--- config.mk ---
export PLATFORM = sky130hd
export DESIGN_NAME = music_macro_note_parser_flat
export DESIGN_NICKNAME = d
export VERILOG_FILES = /design/src/hw/rtl/mmnp_pkg.sv /design/src/hw/rtl/mmnp_if.sv /design/src/hw/rtl/mmnp_front.sv /design/src/hw/rtl/mmnp_fifo.sv /design/src/hw/rtl/mmnp_div.sv /design/src/hw/rtl/mmnp_back.sv /design/src/hw/rtl/music_macro_note_parser.sv /design/src/flat_wrapper.sv
export SDC_FILE = /design/constraint.sdc
export NUM_CORES = 1
export LEC_CHECK = 0
export BUFFER_PORTS_ARGS = -buffer_cell sky130_fd_sc_hd__buf_2
export CAP_MARGIN = 40
export CORE_MARGIN = 2
export CORE_UTILIZATION = 62
export DETAILED_ROUTE_END_ITERATION = 16
export PLACE_DENSITY = 0.8
export SYNTH_ARGS = -nofsm -noshare
export SYNTH_HDL_FRONTEND = slang
export SYNTH_HIERARCHICAL = 1
export SYNTH_SLANG_ARGS = --single-unit
--- constraint.sdc ---
create_clock -name clk -period 14.4 [get_ports clk]
set_input_delay 2.16 -clock clk [delete_from_list [all_inputs] [get_ports clk]]
set_output_delay 2.16 -clock clk [all_outputs]
set_load 0.01 [all_outputs]
--- src/hw/rtl/mmnp_pkg.sv ---
// Shared types and constants for the music macro note parser.
package mmnp_pkg;

  localparam int DIVD_W = 16;   // divider dividend / quotient width
  localparam int DIVS_W = 8;    // divider divisor width
  localparam int MS_W   = 17;   // duration field width

  localparam logic [DIVD_W-1:0] MS_PER_MIN = 16'd60000;

  // Register indexes of the cfg port
  localparam logic [1:0] CFG_TEMPO  = 2'd0;
  localparam logic [1:0] CFG_LENGTH = 2'd1;
  localparam logic [1:0] CFG_OCTAVE = 2'd2;

  // One note or rest handed from the parser to the timing unit
  typedef struct packed {
    logic       is_rest;
    logic [7:0] octave;
    logic [3:0] semitone;
    logic [7:0] tempo;
    logic [7:0] len;
    logic       dot;
    logic       last;
  } evt_t;

  // Up to two events written into the queue per accepted character
  typedef struct packed {
    logic p0;
    logic p1;
    evt_t e0;
    evt_t e1;
  } push_t;

endpackage

--- src/hw/rtl/mmnp_if.sv ---
// Valid/ready channel interfaces for song characters and note results.
interface mmnp_in_if;
  logic       valid;
  logic       ready;
  logic [7:0] song_char;
  logic       end_of_song;

  modport source (output valid, output song_char, output end_of_song, input ready);
  modport sink   (input valid, input song_char, input end_of_song, output ready);
endinterface

interface mmnp_out_if;
  logic        valid;
  logic        ready;
  logic        is_rest;
  logic [7:0]  octave_out;
  logic [3:0]  semitone;
  logic [16:0] note_ms;
  logic [16:0] sound_ms;
  logic        invalid;
  logic        last_of_run;

  modport source (output valid, output is_rest, output octave_out, output semitone,
                  output note_ms, output sound_ms, output invalid, output last_of_run,
                  input ready);
  modport sink   (input valid, input is_rest, input octave_out, input semitone,
                  input note_ms, input sound_ms, input invalid, input last_of_run,
                  output ready);
endinterface

--- src/hw/rtl/mmnp_front.sv ---
// Character parser: settings, note/rest assembly and event generation.
module mmnp_front
  import mmnp_pkg::*;
(
  input  logic       clk,
  input  logic       rst_n,
  input  logic       cfg_we,
  input  logic [1:0] cfg_idx,
  input  logic [7:0] cfg_data,
  mmnp_in_if.sink    in_ch,
  input  logic       room2,
  output push_t      push
);

  localparam logic [7:0] RST_TEMPO  = 8'd120;
  localparam logic [6:0] RST_LENGTH = 7'd4;
  localparam logic [2:0] RST_OCTAVE = 3'd4;

  localparam logic [1:0] PH_IDLE     = 2'd0;
  localparam logic [1:0] PH_NUM      = 2'd1;
  localparam logic [1:0] PH_NOTE_ACC = 2'd2;
  localparam logic [1:0] PH_NOTE_LEN = 2'd3;

  localparam logic [2:0] CMD_NONE = 3'd0;
  localparam logic [2:0] CMD_T    = 3'd1;
  localparam logic [2:0] CMD_L    = 3'd2;
  localparam logic [2:0] CMD_O    = 3'd3;
  localparam logic [2:0] CMD_NOTE = 3'd4;
  localparam logic [2:0] CMD_REST = 3'd5;

  localparam logic [3:0] SEMI_B = 4'd11;

  function automatic logic [3:0] letter_semi(input logic [2:0] idx);
    logic [3:0] s;
    unique case (idx)
      3'd0:    s = 4'd9;
      3'd1:    s = 4'd11;
      3'd2:    s = 4'd0;
      3'd3:    s = 4'd2;
      3'd4:    s = 4'd4;
      3'd5:    s = 4'd5;
      3'd6:    s = 4'd7;
      default: s = 4'd0;
    endcase
    return s;
  endfunction

  logic [7:0] dflt_tempo_r;
  logic [6:0] dflt_len_r;
  logic [2:0] dflt_oct_r;

  logic [7:0] tempo_r, tempo_nxt;
  logic [7:0] length_r, length_nxt;
  logic [7:0] octave_r, octave_nxt;
  logic [1:0] phase_r, phase_nxt;
  logic [2:0] cmd_r, cmd_nxt;
  logic [3:0] semi_r, semi_nxt;
  logic [7:0] acc_r, acc_nxt;
  logic       dseen_r, dseen_nxt;

  logic        fire;
  logic [7:0]  c, u;
  logic        is_digit, is_sharp;
  logic [11:0] dig_sum;
  logic [7:0]  acc_dig;
  logic        dispatch;
  logic        a_v, b_v;
  evt_t        a_evt, b_evt;
  logic [7:0]  a_len, b_len;

  assign fire      = in_ch.valid & in_ch.ready;
  assign in_ch.ready = room2;
  assign c         = in_ch.song_char;
  assign u         = (c >= "a" && c <= "z") ? c - 8'd32 : c;
  assign is_digit  = (c >= "0" && c <= "9");
  assign is_sharp  = (c == "#") || (c == "+");
  assign dig_sum   = {1'b0, acc_r, 3'b000} + {3'b000, acc_r, 1'b0} + {4'd0, c - "0"};
  assign acc_dig   = (dig_sum > 12'd255) ? 8'd255 : dig_sum[7:0];
  assign a_len     = dseen_r ? acc_r : length_r;

  always_comb begin
    tempo_nxt  = tempo_r;
    length_nxt = length_r;
    octave_nxt = octave_r;
    phase_nxt  = phase_r;
    cmd_nxt    = cmd_r;
    semi_nxt   = semi_r;
    acc_nxt    = acc_r;
    dseen_nxt  = dseen_r;
    dispatch   = 1'b0;
    a_v        = 1'b0;
    b_v        = 1'b0;
    b_len      = 8'd0;

    a_evt.is_rest  = (cmd_r == CMD_REST);
    a_evt.octave   = octave_r;
    a_evt.semitone = (cmd_r == CMD_REST) ? 4'd0 : semi_r;
    a_evt.tempo    = tempo_r;
    a_evt.len      = a_len;
    a_evt.dot      = 1'b0;
    a_evt.last     = 1'b1;
    b_evt          = a_evt;

    if (fire) begin
      unique case (phase_r)
        PH_NUM: begin
          if (is_digit) begin
            acc_nxt   = acc_dig;
            dseen_nxt = 1'b1;
          end else if (!(c == " " && !dseen_r)) begin
            if (cmd_r == CMD_T) tempo_nxt = acc_r;
            if (cmd_r == CMD_L) length_nxt = acc_r;
            if (cmd_r == CMD_O) octave_nxt = acc_r;
            dispatch = 1'b1;
          end
        end
        PH_NOTE_ACC, PH_NOTE_LEN: begin
          if (phase_r == PH_NOTE_ACC && is_sharp && semi_r < SEMI_B) begin
            semi_nxt  = semi_r + 4'd1;
            phase_nxt = PH_NOTE_LEN;
          end else if (phase_r == PH_NOTE_ACC && c == "-" && semi_r != 4'd0) begin
            semi_nxt  = semi_r - 4'd1;
            phase_nxt = PH_NOTE_LEN;
          end else if (is_digit) begin
            acc_nxt   = acc_dig;
            dseen_nxt = 1'b1;
            phase_nxt = PH_NOTE_LEN;
          end else if (c == ".") begin
            a_v       = 1'b1;
            a_evt.dot = 1'b1;
            phase_nxt = PH_IDLE;
            cmd_nxt   = CMD_NONE;
            semi_nxt  = 4'd0;
            acc_nxt   = 8'd0;
            dseen_nxt = 1'b0;
          end else begin
            a_v      = 1'b1;
            dispatch = 1'b1;
          end
        end
        PH_IDLE: dispatch = 1'b1;
      endcase

      if (dispatch) begin
        phase_nxt = PH_IDLE;
        cmd_nxt   = CMD_NONE;
        semi_nxt  = 4'd0;
        acc_nxt   = 8'd0;
        dseen_nxt = 1'b0;
        if (u == "T" || u == "L" || u == "O") begin
          cmd_nxt   = (u == "T") ? CMD_T : (u == "L") ? CMD_L : CMD_O;
          phase_nxt = PH_NUM;
        end else if (u == "P") begin
          cmd_nxt   = CMD_REST;
          phase_nxt = PH_NOTE_LEN;
        end else if (u >= "A" && u <= "G") begin
          cmd_nxt   = CMD_NOTE;
          semi_nxt  = letter_semi(3'(u - "A"));
          phase_nxt = PH_NOTE_ACC;
        end
      end

      // end of song: close any open event with the updated state, then reload
      if (in_ch.end_of_song) begin
        b_v            = (phase_nxt == PH_NOTE_ACC) || (phase_nxt == PH_NOTE_LEN);
        b_len          = dseen_nxt ? acc_nxt : length_nxt;
        b_evt.is_rest  = (cmd_nxt == CMD_REST);
        b_evt.octave   = octave_nxt;
        b_evt.semitone = (cmd_nxt == CMD_REST) ? 4'd0 : semi_nxt;
        b_evt.tempo    = tempo_nxt;
        b_evt.len      = b_len;
        b_evt.dot      = 1'b0;
        tempo_nxt  = dflt_tempo_r;
        length_nxt = {1'b0, dflt_len_r};
        octave_nxt = {5'd0, dflt_oct_r};
        phase_nxt  = PH_IDLE;
        cmd_nxt    = CMD_NONE;
        semi_nxt   = 4'd0;
        acc_nxt    = 8'd0;
        dseen_nxt  = 1'b0;
      end
    end

    // zero-length events produce nothing
    a_v = a_v && (a_len != 8'd0);
    b_v = b_v && (b_len != 8'd0);
  end

  always_comb begin
    push.p0      = a_v | b_v;
    push.p1      = a_v & b_v;
    push.e0      = a_v ? a_evt : b_evt;
    push.e0.last = !(a_v && b_v);
    push.e1      = b_evt;
    push.e1.last = 1'b1;
  end

  always_ff @(posedge clk) begin
    if (!rst_n) begin
      dflt_tempo_r <= RST_TEMPO;
      dflt_len_r   <= RST_LENGTH;
      dflt_oct_r   <= RST_OCTAVE;
      tempo_r      <= RST_TEMPO;
      length_r     <= {1'b0, RST_LENGTH};
      octave_r     <= {5'd0, RST_OCTAVE};
      phase_r      <= PH_IDLE;
      cmd_r        <= CMD_NONE;
      semi_r       <= 4'd0;
      acc_r        <= 8'd0;
      dseen_r      <= 1'b0;
    end else begin
      if (cfg_we) begin
        unique case (cfg_idx)
          CFG_TEMPO:  dflt_tempo_r <= cfg_data;
          CFG_LENGTH: dflt_len_r   <= cfg_data[6:0];
          CFG_OCTAVE: dflt_oct_r   <= cfg_data[2:0];
          default: ;
        endcase
      end
      tempo_r  <= tempo_nxt;
      length_r <= length_nxt;
      octave_r <= octave_nxt;
      phase_r  <= phase_nxt;
      cmd_r    <= cmd_nxt;
      semi_r   <= semi_nxt;
      acc_r    <= acc_nxt;
      dseen_r  <= dseen_nxt;
    end
  end

  a_push_needs_item: assert property (@(posedge clk) disable iff (!rst_n)
    push.p0 |-> fire)
    else $error("event pushed without an accepted item");

endmodule

--- src/hw/rtl/mmnp_fifo.sv ---
// Event queue between parser and timing unit: two writes, one read per cycle.
module mmnp_fifo
  import mmnp_pkg::*;
#(
  parameter int DEPTH = 4
) (
  input  logic  clk,
  input  logic  rst_n,
  input  push_t push,
  output logic  room2,
  output logic  q_valid,
  output evt_t  q_data,
  input  logic  pop
);

  localparam int PTR_W = $clog2(DEPTH);
  localparam int CNT_W = $clog2(DEPTH + 1);

  function automatic logic [PTR_W-1:0] ptr_inc(input logic [PTR_W-1:0] p);
    return (p == PTR_W'(DEPTH - 1)) ? '0 : p + PTR_W'(1);
  endfunction

  evt_t             mem_r [DEPTH];
  logic [PTR_W-1:0] wr_ptr_r, wr_ptr_nxt;
  logic [PTR_W-1:0] rd_ptr_r, rd_ptr_nxt;
  logic [CNT_W-1:0] count_r, count_nxt;
  logic [PTR_W-1:0] wr_ptr_p1;

  assign wr_ptr_p1 = ptr_inc(wr_ptr_r);
  assign room2     = (count_r <= CNT_W'(DEPTH - 2));
  assign q_valid   = (count_r != '0);
  assign q_data    = mem_r[rd_ptr_r];

  always_comb begin
    wr_ptr_nxt = push.p1 ? ptr_inc(wr_ptr_p1) : (push.p0 ? wr_ptr_p1 : wr_ptr_r);
    rd_ptr_nxt = pop ? ptr_inc(rd_ptr_r) : rd_ptr_r;
    count_nxt  = count_r + CNT_W'(push.p0) + CNT_W'(push.p1) - CNT_W'(pop);
  end

  always_ff @(posedge clk) begin
    if (push.p0) mem_r[wr_ptr_r] <= push.e0;
    if (push.p1) mem_r[wr_ptr_p1] <= push.e1;
  end

  always_ff @(posedge clk) begin
    if (!rst_n) begin
      wr_ptr_r <= '0;
      rd_ptr_r <= '0;
      count_r  <= '0;
    end else begin
      wr_ptr_r <= wr_ptr_nxt;
      rd_ptr_r <= rd_ptr_nxt;
      count_r  <= count_nxt;
    end
  end

  a_no_overflow: assert property (@(posedge clk) disable iff (!rst_n)
    count_r <= CNT_W'(DEPTH))
    else $error("event queue overflow");

  a_pop_nonempty: assert property (@(posedge clk) disable iff (!rst_n)
    pop |-> q_valid)
    else $error("pop from empty event queue");

endmodule

--- src/hw/rtl/mmnp_div.sv ---
// Restoring divider, one quotient bit per cycle.
module mmnp_div
  import mmnp_pkg::*;
(
  input  logic              clk,
  input  logic              rst_n,
  input  logic              start,
  input  logic [DIVD_W-1:0] dividend,
  input  logic [DIVS_W-1:0] divisor,
  output logic              done,
  output logic [DIVD_W-1:0] quotient
);

  localparam int CNT_W = $clog2(DIVD_W);

  logic              busy_r, busy_nxt;
  logic              done_r, done_nxt;
  logic [CNT_W-1:0]  cnt_r, cnt_nxt;
  logic [DIVS_W-1:0] rem_r, rem_nxt;
  logic [DIVS_W-1:0] dvs_r, dvs_nxt;
  logic [DIVD_W-1:0] quo_r, quo_nxt;
  logic [DIVS_W:0]   rem_sh, rem_sub;
  logic              ge;

  assign rem_sh  = {rem_r, quo_r[DIVD_W-1]};
  assign ge      = (rem_sh >= {1'b0, dvs_r});
  assign rem_sub = rem_sh - {1'b0, dvs_r};

  always_comb begin
    busy_nxt = busy_r;
    done_nxt = 1'b0;
    cnt_nxt  = cnt_r;
    rem_nxt  = rem_r;
    dvs_nxt  = dvs_r;
    quo_nxt  = quo_r;
    if (start) begin
      busy_nxt = 1'b1;
      cnt_nxt  = '0;
      rem_nxt  = '0;
      dvs_nxt  = divisor;
      quo_nxt  = dividend;
    end else if (busy_r) begin
      rem_nxt = ge ? rem_sub[DIVS_W-1:0] : rem_sh[DIVS_W-1:0];
      quo_nxt = {quo_r[DIVD_W-2:0], ge};
      cnt_nxt = cnt_r + CNT_W'(1);
      if (cnt_r == CNT_W'(DIVD_W - 1)) begin
        busy_nxt = 1'b0;
        done_nxt = 1'b1;
      end
    end
  end

  always_ff @(posedge clk) begin
    if (!rst_n) begin
      busy_r <= 1'b0;
      done_r <= 1'b0;
      cnt_r  <= '0;
    end else begin
      busy_r <= busy_nxt;
      done_r <= done_nxt;
      cnt_r  <= cnt_nxt;
    end
    rem_r <= rem_nxt;
    dvs_r <= dvs_nxt;
    quo_r <= quo_nxt;
  end

  assign done     = done_r;
  assign quotient = quo_r;

endmodule

--- src/hw/rtl/mmnp_back.sv ---
// Timing unit: note duration from tempo, length and dot, plus result register.
module mmnp_back
  import mmnp_pkg::*;
(
  input  logic       clk,
  input  logic       rst_n,
  input  logic       q_valid,
  input  evt_t       q_data,
  output logic       pop,
  mmnp_out_if.source out_ch
);

  localparam logic [2:0] B_IDLE  = 3'd0;
  localparam logic [2:0] B_DIV1  = 3'd1;
  localparam logic [2:0] B_DIV2  = 3'd2;
  localparam logic [2:0] B_SCALE = 3'd3;
  localparam logic [2:0] B_HOLD  = 3'd4;

  logic [2:0]        state_r, state_nxt;
  evt_t              ev_r, ev_nxt;
  logic [DIVD_W-1:0] quo_r, quo_nxt;
  logic [MS_W-1:0]   ms_r, ms_nxt;

  logic              div_start, div_done;
  logic [DIVD_W-1:0] div_dvd, div_quo;
  logic [DIVS_W-1:0] div_dvs;

  logic [DIVD_W+1:0] q_x3;
  logic [MS_W+1:0]   ms_x3;
  logic              load;

  logic              ov_r, rest_r, inv_r, last_r;
  logic [7:0]        oct_r;
  logic [3:0]        semi_r;
  logic [MS_W-1:0]   note_r, snd_r;

  mmnp_div u_div (
    .clk      (clk),
    .rst_n    (rst_n),
    .start    (div_start),
    .dividend (div_dvd),
    .divisor  (div_dvs),
    .done     (div_done),
    .quotient (div_quo)
  );

  assign q_x3  = {1'b0, quo_r, 1'b0} + {2'b00, quo_r};
  assign ms_x3 = {1'b0, ms_r, 1'b0} + {2'b00, ms_r};
  assign load  = (state_r == B_HOLD) && (!ov_r || out_ch.ready);

  always_comb begin
    state_nxt = state_r;
    ev_nxt    = ev_r;
    quo_nxt   = quo_r;
    ms_nxt    = ms_r;
    pop       = 1'b0;
    div_start = 1'b0;
    div_dvd   = MS_PER_MIN;
    div_dvs   = q_data.tempo;
    unique case (state_r)
      B_IDLE: begin
        if (q_valid) begin
          pop    = 1'b1;
          ev_nxt = q_data;
          if (q_data.tempo == 8'd0) begin
            quo_nxt   = '0;
            state_nxt = B_SCALE;
          end else begin
            div_start = 1'b1;
            state_nxt = B_DIV1;
          end
        end
      end
      B_DIV1: begin
        div_dvd = div_quo;
        div_dvs = ev_r.len;
        if (div_done) begin
          div_start = 1'b1;
          state_nxt = B_DIV2;
        end
      end
      B_DIV2: begin
        if (div_done) begin
          quo_nxt   = div_quo;
          state_nxt = B_SCALE;
        end
      end
      B_SCALE: begin
        ms_nxt    = ev_r.dot ? q_x3[DIVD_W+1:1] : {1'b0, quo_r};
        state_nxt = B_HOLD;
      end
      B_HOLD: begin
        if (load) state_nxt = B_IDLE;
      end
      default: state_nxt = B_IDLE;
    endcase
  end

  always_ff @(posedge clk) begin
    if (!rst_n) begin
      state_r <= B_IDLE;
      ov_r    <= 1'b0;
    end else begin
      state_r <= state_nxt;
      if (load) ov_r <= 1'b1;
      else if (out_ch.ready) ov_r <= 1'b0;
    end
    ev_r  <= ev_nxt;
    quo_r <= quo_nxt;
    ms_r  <= ms_nxt;
    if (load) begin
      rest_r <= ev_r.is_rest;
      oct_r  <= ev_r.octave;
      semi_r <= ev_r.semitone;
      note_r <= ms_r;
      snd_r  <= ms_x3[MS_W+1:2];
      inv_r  <= (ev_r.tempo == 8'd0) || (!ev_r.is_rest && ev_r.octave > 8'd6);
      last_r <= ev_r.last;
    end
  end

  assign out_ch.valid       = ov_r;
  assign out_ch.is_rest     = rest_r;
  assign out_ch.octave_out  = oct_r;
  assign out_ch.semitone    = semi_r;
  assign out_ch.note_ms     = note_r;
  assign out_ch.sound_ms    = snd_r;
  assign out_ch.invalid     = inv_r;
  assign out_ch.last_of_run = last_r;

  a_div_done_in_div: assert property (@(posedge clk) disable iff (!rst_n)
    div_done |-> (state_r == B_DIV1 || state_r == B_DIV2))
    else $error("divider finished outside a divide step");

  a_pop_leaves_idle: assert property (@(posedge clk) disable iff (!rst_n)
    pop |=> (state_r == B_DIV1 || state_r == B_SCALE))
    else $error("popped event not taken into work");

endmodule

--- src/hw/rtl/music_macro_note_parser.sv ---
// Top level of the music macro note parser: parser, event queue, timing unit.
//
// Usage:
//   in_ch  : one song character per item (song_char, end_of_song). Case is
//            ignored; end_of_song closes any open note or setting and reloads
//            tempo, length and octave from the cfg registers.
//   out_ch : one item per note or rest: octave, semitone, note_ms, sound_ms,
//            invalid, and last_of_run on the final item caused by a character.
//   cfg_*  : write-only defaults, index 0 tempo, 1 length, 2 octave; write
//            them only while the block is idle.
// Throughput: the parser takes one character per cycle while the event queue
//   has room for two events. The timing unit works on one note or rest at a
//   time: two 16-step divisions on one shared restoring divider
//   ((60000 / tempo) / length), a dot/scale step and the result register.
//   A zero-tempo event skips the divider.
// Reset (rst_n low, synchronous): defaults 120 / 4 / 4, parser idle, queue
//   and result register empty. A stalled receiver holds the result register;
//   the queue then fills and in_ch.ready drops.
module music_macro_note_parser
  import mmnp_pkg::*;
#(
  parameter int QUEUE_DEPTH = 4
) (
  input  logic       clk,
  input  logic       rst_n,
  input  logic       cfg_we,
  input  logic [1:0] cfg_idx,
  input  logic [7:0] cfg_data,
  mmnp_in_if.sink    in_ch,
  mmnp_out_if.source out_ch
);

  push_t push;
  logic  room2;
  logic  q_valid;
  evt_t  q_data;
  logic  pop;

  // front: classifies characters, emits complete events into the queue
  mmnp_front u_front (
    .clk      (clk),
    .rst_n    (rst_n),
    .cfg_we   (cfg_we),
    .cfg_idx  (cfg_idx),
    .cfg_data (cfg_data),
    .in_ch    (in_ch),
    .room2    (room2),
    .push     (push)
  );

  // queue: decouples the parser from the slow timing unit
  mmnp_fifo #(
    .DEPTH (QUEUE_DEPTH)
  ) u_fifo (
    .clk     (clk),
    .rst_n   (rst_n),
    .push    (push),
    .room2   (room2),
    .q_valid (q_valid),
    .q_data  (q_data),
    .pop     (pop)
  );

  // back: durations and the registered result
  mmnp_back u_back (
    .clk     (clk),
    .rst_n   (rst_n),
    .q_valid (q_valid),
    .q_data  (q_data),
    .pop     (pop),
    .out_ch  (out_ch)
  );

  // a fresh result follows its pop, via the scale step (zero tempo) or via both divides
  a_out_has_source: assert property (@(posedge clk) disable iff (!rst_n)
    $rose(out_ch.valid) |-> $past(pop, 3) || $past(pop, 37))
    else $error("result appeared without a queued event");

endmodule

--- src/flat_wrapper.sv ---
// flat-port wrapper written by rule: the top's interface ports become plain ports
module music_macro_note_parser_flat import mmnp_pkg::*;
#(
  parameter int QUEUE_DEPTH = 4
)
  (clk, rst_n, cfg_we, cfg_idx, cfg_data, in_ch_valid, in_ch_song_char, in_ch_end_of_song, in_ch_ready, out_ch_valid, out_ch_is_rest, out_ch_octave_out, out_ch_semitone, out_ch_note_ms, out_ch_sound_ms, out_ch_invalid, out_ch_last_of_run, out_ch_ready);
  mmnp_in_if in_ch_i ();
  mmnp_out_if out_ch_i ();
  input  logic clk;
  input  logic rst_n;
  input  logic cfg_we;
  input  logic [1:0] cfg_idx;
  input  logic [7:0] cfg_data;
  input wire logic [$bits(in_ch_i.valid)-1:0] in_ch_valid;
  input wire logic [$bits(in_ch_i.song_char)-1:0] in_ch_song_char;
  input wire logic [$bits(in_ch_i.end_of_song)-1:0] in_ch_end_of_song;
  output wire logic [$bits(in_ch_i.ready)-1:0] in_ch_ready;
  output wire logic [$bits(out_ch_i.valid)-1:0] out_ch_valid;
  output wire logic [$bits(out_ch_i.is_rest)-1:0] out_ch_is_rest;
  output wire logic [$bits(out_ch_i.octave_out)-1:0] out_ch_octave_out;
  output wire logic [$bits(out_ch_i.semitone)-1:0] out_ch_semitone;
  output wire logic [$bits(out_ch_i.note_ms)-1:0] out_ch_note_ms;
  output wire logic [$bits(out_ch_i.sound_ms)-1:0] out_ch_sound_ms;
  output wire logic [$bits(out_ch_i.invalid)-1:0] out_ch_invalid;
  output wire logic [$bits(out_ch_i.last_of_run)-1:0] out_ch_last_of_run;
  input wire logic [$bits(out_ch_i.ready)-1:0] out_ch_ready;
  assign in_ch_i.valid = in_ch_valid;
  assign in_ch_i.song_char = in_ch_song_char;
  assign in_ch_i.end_of_song = in_ch_end_of_song;
  assign in_ch_ready = in_ch_i.ready;
  assign out_ch_valid = out_ch_i.valid;
  assign out_ch_is_rest = out_ch_i.is_rest;
  assign out_ch_octave_out = out_ch_i.octave_out;
  assign out_ch_semitone = out_ch_i.semitone;
  assign out_ch_note_ms = out_ch_i.note_ms;
  assign out_ch_sound_ms = out_ch_i.sound_ms;
  assign out_ch_invalid = out_ch_i.invalid;
  assign out_ch_last_of_run = out_ch_i.last_of_run;
  assign out_ch_i.ready = out_ch_ready;
  music_macro_note_parser #(.QUEUE_DEPTH(QUEUE_DEPTH)) u_core (.clk(clk), .rst_n(rst_n), .cfg_we(cfg_we), .cfg_idx(cfg_idx), .cfg_data(cfg_data), .in_ch(in_ch_i), .out_ch(out_ch_i));
endmodule
==> results.md <==
- Total GRT Usage: 28.0%
- Area of the mapped netlist: 19400 um2
- Power per cell area: 150 nW/um2
- Post-CTS setup buffer count: 0
- Post-Layout Cell Count: 2124
- Drt via density: 6.53
- # setup viols final: 0
- Hpwl dp: 32000 um
- Yosys warnings: 6
- Root Driver: clkbuf_16
- Status: completed
- CTS-repair resized insts: 0
- Core region area: 30700 um2
- Startpoint class of the critical path: primary input
- Vias in the first global route: 13400
- FP Rows: 64
- Final worst-path cycle share: 53.1%
- Synthesis-to-layout area growth: 9.76%
- Worst skew pair latency: 0.53 ns
- HP Start: u_core/u_back/ev_r[20]
- First-pass GRT wire length: 73600 um
- Slew Limit Fails: 0
- Cts bufs inserted: 36
- Mean post-synth cell area: 11.8 um2
- Hold worst-path end: u_core/u_back/out_ch.semitone[2]
- Worst-case clock buffer depth: 3
- Multi-input gate area in the final layout: 9210 um2
- Slew headroom: 35.7%
- Placed cell count: 2060
- Leakage Power: 0.00796 uW
- Final nets: 1804
- Worst R2R Start: u_core/u_front/acc_r[5]
- Peak VDD IR: 0.000126 V
- # H-tree levels: 2
- Register bit total from synthesis: 348
- Final WL: 46200 um
- Setup Skew: 0.0216 ns
- Clk pin slew, worst setup/hold paths: 0.06 ns
- Max-cap viol count: 0
- Reg2reg end: u_core/u_fifo/mem_r[1][11]
- GP Congestion: 0.949
- CP Capture Type: flip-flop
- First-pass iteration count of the detailed router: 6
- WL per Instance: 21.7 um
- Synth unique cells: 101
- Post-synth ARST share: 0%
- Critical Path RT: 14.64 ns
- Post-layout util: 69.4%
- Post-Synthesis Cells: 1644
- DRC viols: 0
- Worst slew pin tran: 0.962 ns
- Fraction of layout cells with a size suffix above 1: 22.9%
- Arrival @ worst endpoint: 7.90 ns
- GRT overflow: 0
- CTS Sinks: 348
- Hold Crit Class: flip-flop to flip-flop
- Unrepaired setup endpoints after global routing: false
- TNS Setup: 0 ns
- Final hold violation count: 0
- Syn nets: 1746
- Fmax: 0.131 GHz
- Largest net degree at the start of global routing: 74
- Register area: 9580 um2
- Fin crit period: 7.65 ns
- DR vias: 13900
- Detailed Route Iter0 Violations: 1250
- Routed Antenna Nets: 0
- Post-synthesis sequential area ratio: 49.4%
- Worst Hold Depth: 0
- Fin Hold WS: 0.425 ns
- Antenna violations before repair: 0
- Diode count: 0
- Layout fillers: 2163
- WS Path Type: primary input to flip-flop
- CTS tree: done
- Reg2reg setup slack: 8.06 ns
- Initial Util: 63.2%
- Die Ht: 181 um
- Io pins: 75
- Crit path max fanout: 32
- Die area: 32700 um2
- Post-synth EDFFs: 261
- PortBufs: 74
- Primary FF master, synth: edfxtp_1
- Cts hold-fix bufs: 0
- Worst reg2reg path depth: 16
- Die X: 181 um
## final cells by class
type	count	share of cell area [%]
repair buffers	103	2.89
inverters	57	1.01
clock buffers	42	4.34
flip-flops and latches	348	45.0
clock inverters	22	1.11
well taps	396	2.33
multi-input cells	1156	43.3
## power breakdown
group	switching (uW)	internal, uW	total [uW]	leakage (uW)
Combinational	513	375	889	0.00424
Sequential	104	1290	1390	0.00316
Clock	383	535	918	0.000562
Total	1000	2200	3200	0.00796
## synthesized netlist by cell type (all sizes together), types with 8 or more instances
cell,number,area [um2]
a21boi,8,60.1
clkbuf,48,191
a31oi,9,56.3
mux4,31,698
and2,21,131
a211oi,10,75.1
nor3b,8,65.1
edfxtp,261,7840
nand2,122,460
o21bai,8,60.1
nand3,37,185
o21a,18,135
nor4,11,87.6
a21oi,68,352
a21o,16,120
xnor2,27,236
o22ai,10,68.8
fa,11,220
nand2b,24,150
xor2,14,123
nor3,15,75.1
mux2,178,2010
mux2i,48,480
dfxtp,87,1740
buf,35,208
a22oi,15,113
o21ai,104,528
nor2b,44,275
inv,57,214
and3,23,145
nor2,81,304
or3,10,67.6
or4,8,63.8
o31ai,10,93.8
ha,67,838
## stage by stage
step	total power (uW)	instance area, um2	worst slack, ns
6_report	3200	21300	6.75
5_1_grt	3350	21300	6.39
4_1_cts	3200	21300	6.84
3_5_place_dp	2280	20100	6.33
3_3_place_gp	2250	20000	5.84
2_1_floorplan	2050	19400	7.14
## state kept, by name, summed over array words and instances (netlist names), 16 cells and up, named ones only
signal,count
u_core/u_back/ev_r,31
u_core/u_back/ms_r,17
u_core/u_back/out_ch.note_ms,17
u_core/u_back/out_ch.sound_ms,17
u_core/u_back/quo_r,16
u_core/u_back/u_div/quotient,16
u_core/u_fifo/mem_r,124
## how the worst max path moves through the flow
stage | end | slack, ns | from
6_report | u_core/u_fifo/mem_r[1][11] | 6.75 | in_ch_song_char[6]
5_1_grt | u_core/u_fifo/mem_r[1][14] | 6.39 | in_ch_song_char[6]
4_1_cts | u_core/u_fifo/mem_r[1][10] | 6.84 | in_ch_song_char[6]
3_5_place_dp | u_core/u_fifo/mem_r[1][12] | 6.33 | in_ch_song_char[6]
3_3_place_gp | u_core/u_fifo/mem_r[0][20] | 5.84 | in_ch_song_char[6]
2_1_floorplan | u_core/u_fifo/mem_r[1][0] | 7.14 | in_ch_song_char[4]
## worst max-delay path, stage by stage
cell and delay (ns):
buf_2 0.14, inv_1 0.07, ha_1 0.19, a21oi_1 0.18, xor2_1 0.23, fa_1 0.46, ha_1 0.43, nor2_1 0.06
a221o_1 0.30, a211o_1 0.33, or2_1 0.32, nor4b_1 0.31, o21ai_1 0.16, o31ai_1 0.44, a31oi_1 0.40, nand2_1 0.16
buf_4 0.46, nand2_1 0.62, buf_4 0.45
## layout by cell type (no fill, tap or decap), drive strengths merged, types with 31 or more instances in the layout
master | Yosys | final
dfxtp | 87 | 87
nand3 | 37 | 37
buf | 35 | 103
nor2 | 81 | 81
a21oi | 68 | 68
nand2 | 122 | 122
mux2 | 178 | 178
nor2b | 44 | 44
inv | 57 | 59
edfxtp | 261 | 261
mux2i | 48 | 48
mux4 | 31 | 31
ha | 67 | 67
clkbuf | 48 | 42
o21ai | 104 | 104
## logic make-up (layout without fill, tap and decap cells)
| family | count (synthesis) | after routing | share of synthesized area, % |
|---|---|---|---|
| AOI/OAI and AO/OA | 350 | 350 | 12.2 |
| xor gates and xnor gates | 41 | 41 | 1.85 |
| other | 2 | 2 | 0.0387 |
| muxes | 257 | 257 | 16.4 |
| and+or+nand+nor | 428 | 428 | 11.4 |
| buffers and inverters | 140 | 224 | 3.16 |
| DFF | 348 | 348 | 49.4 |
| adders and majority gates | 78 | 78 | 5.46 |
## per-layer routing
metal / part of all wire (%) / global-route usage, %
met5: 0 / 0
met4: 3.6 / 10.2
met3: 7.7 / 4.07
met2: 47 / 44.4
met1: 42 / 39.4
No activity file was read; power rests on OpenSTA's default activity.
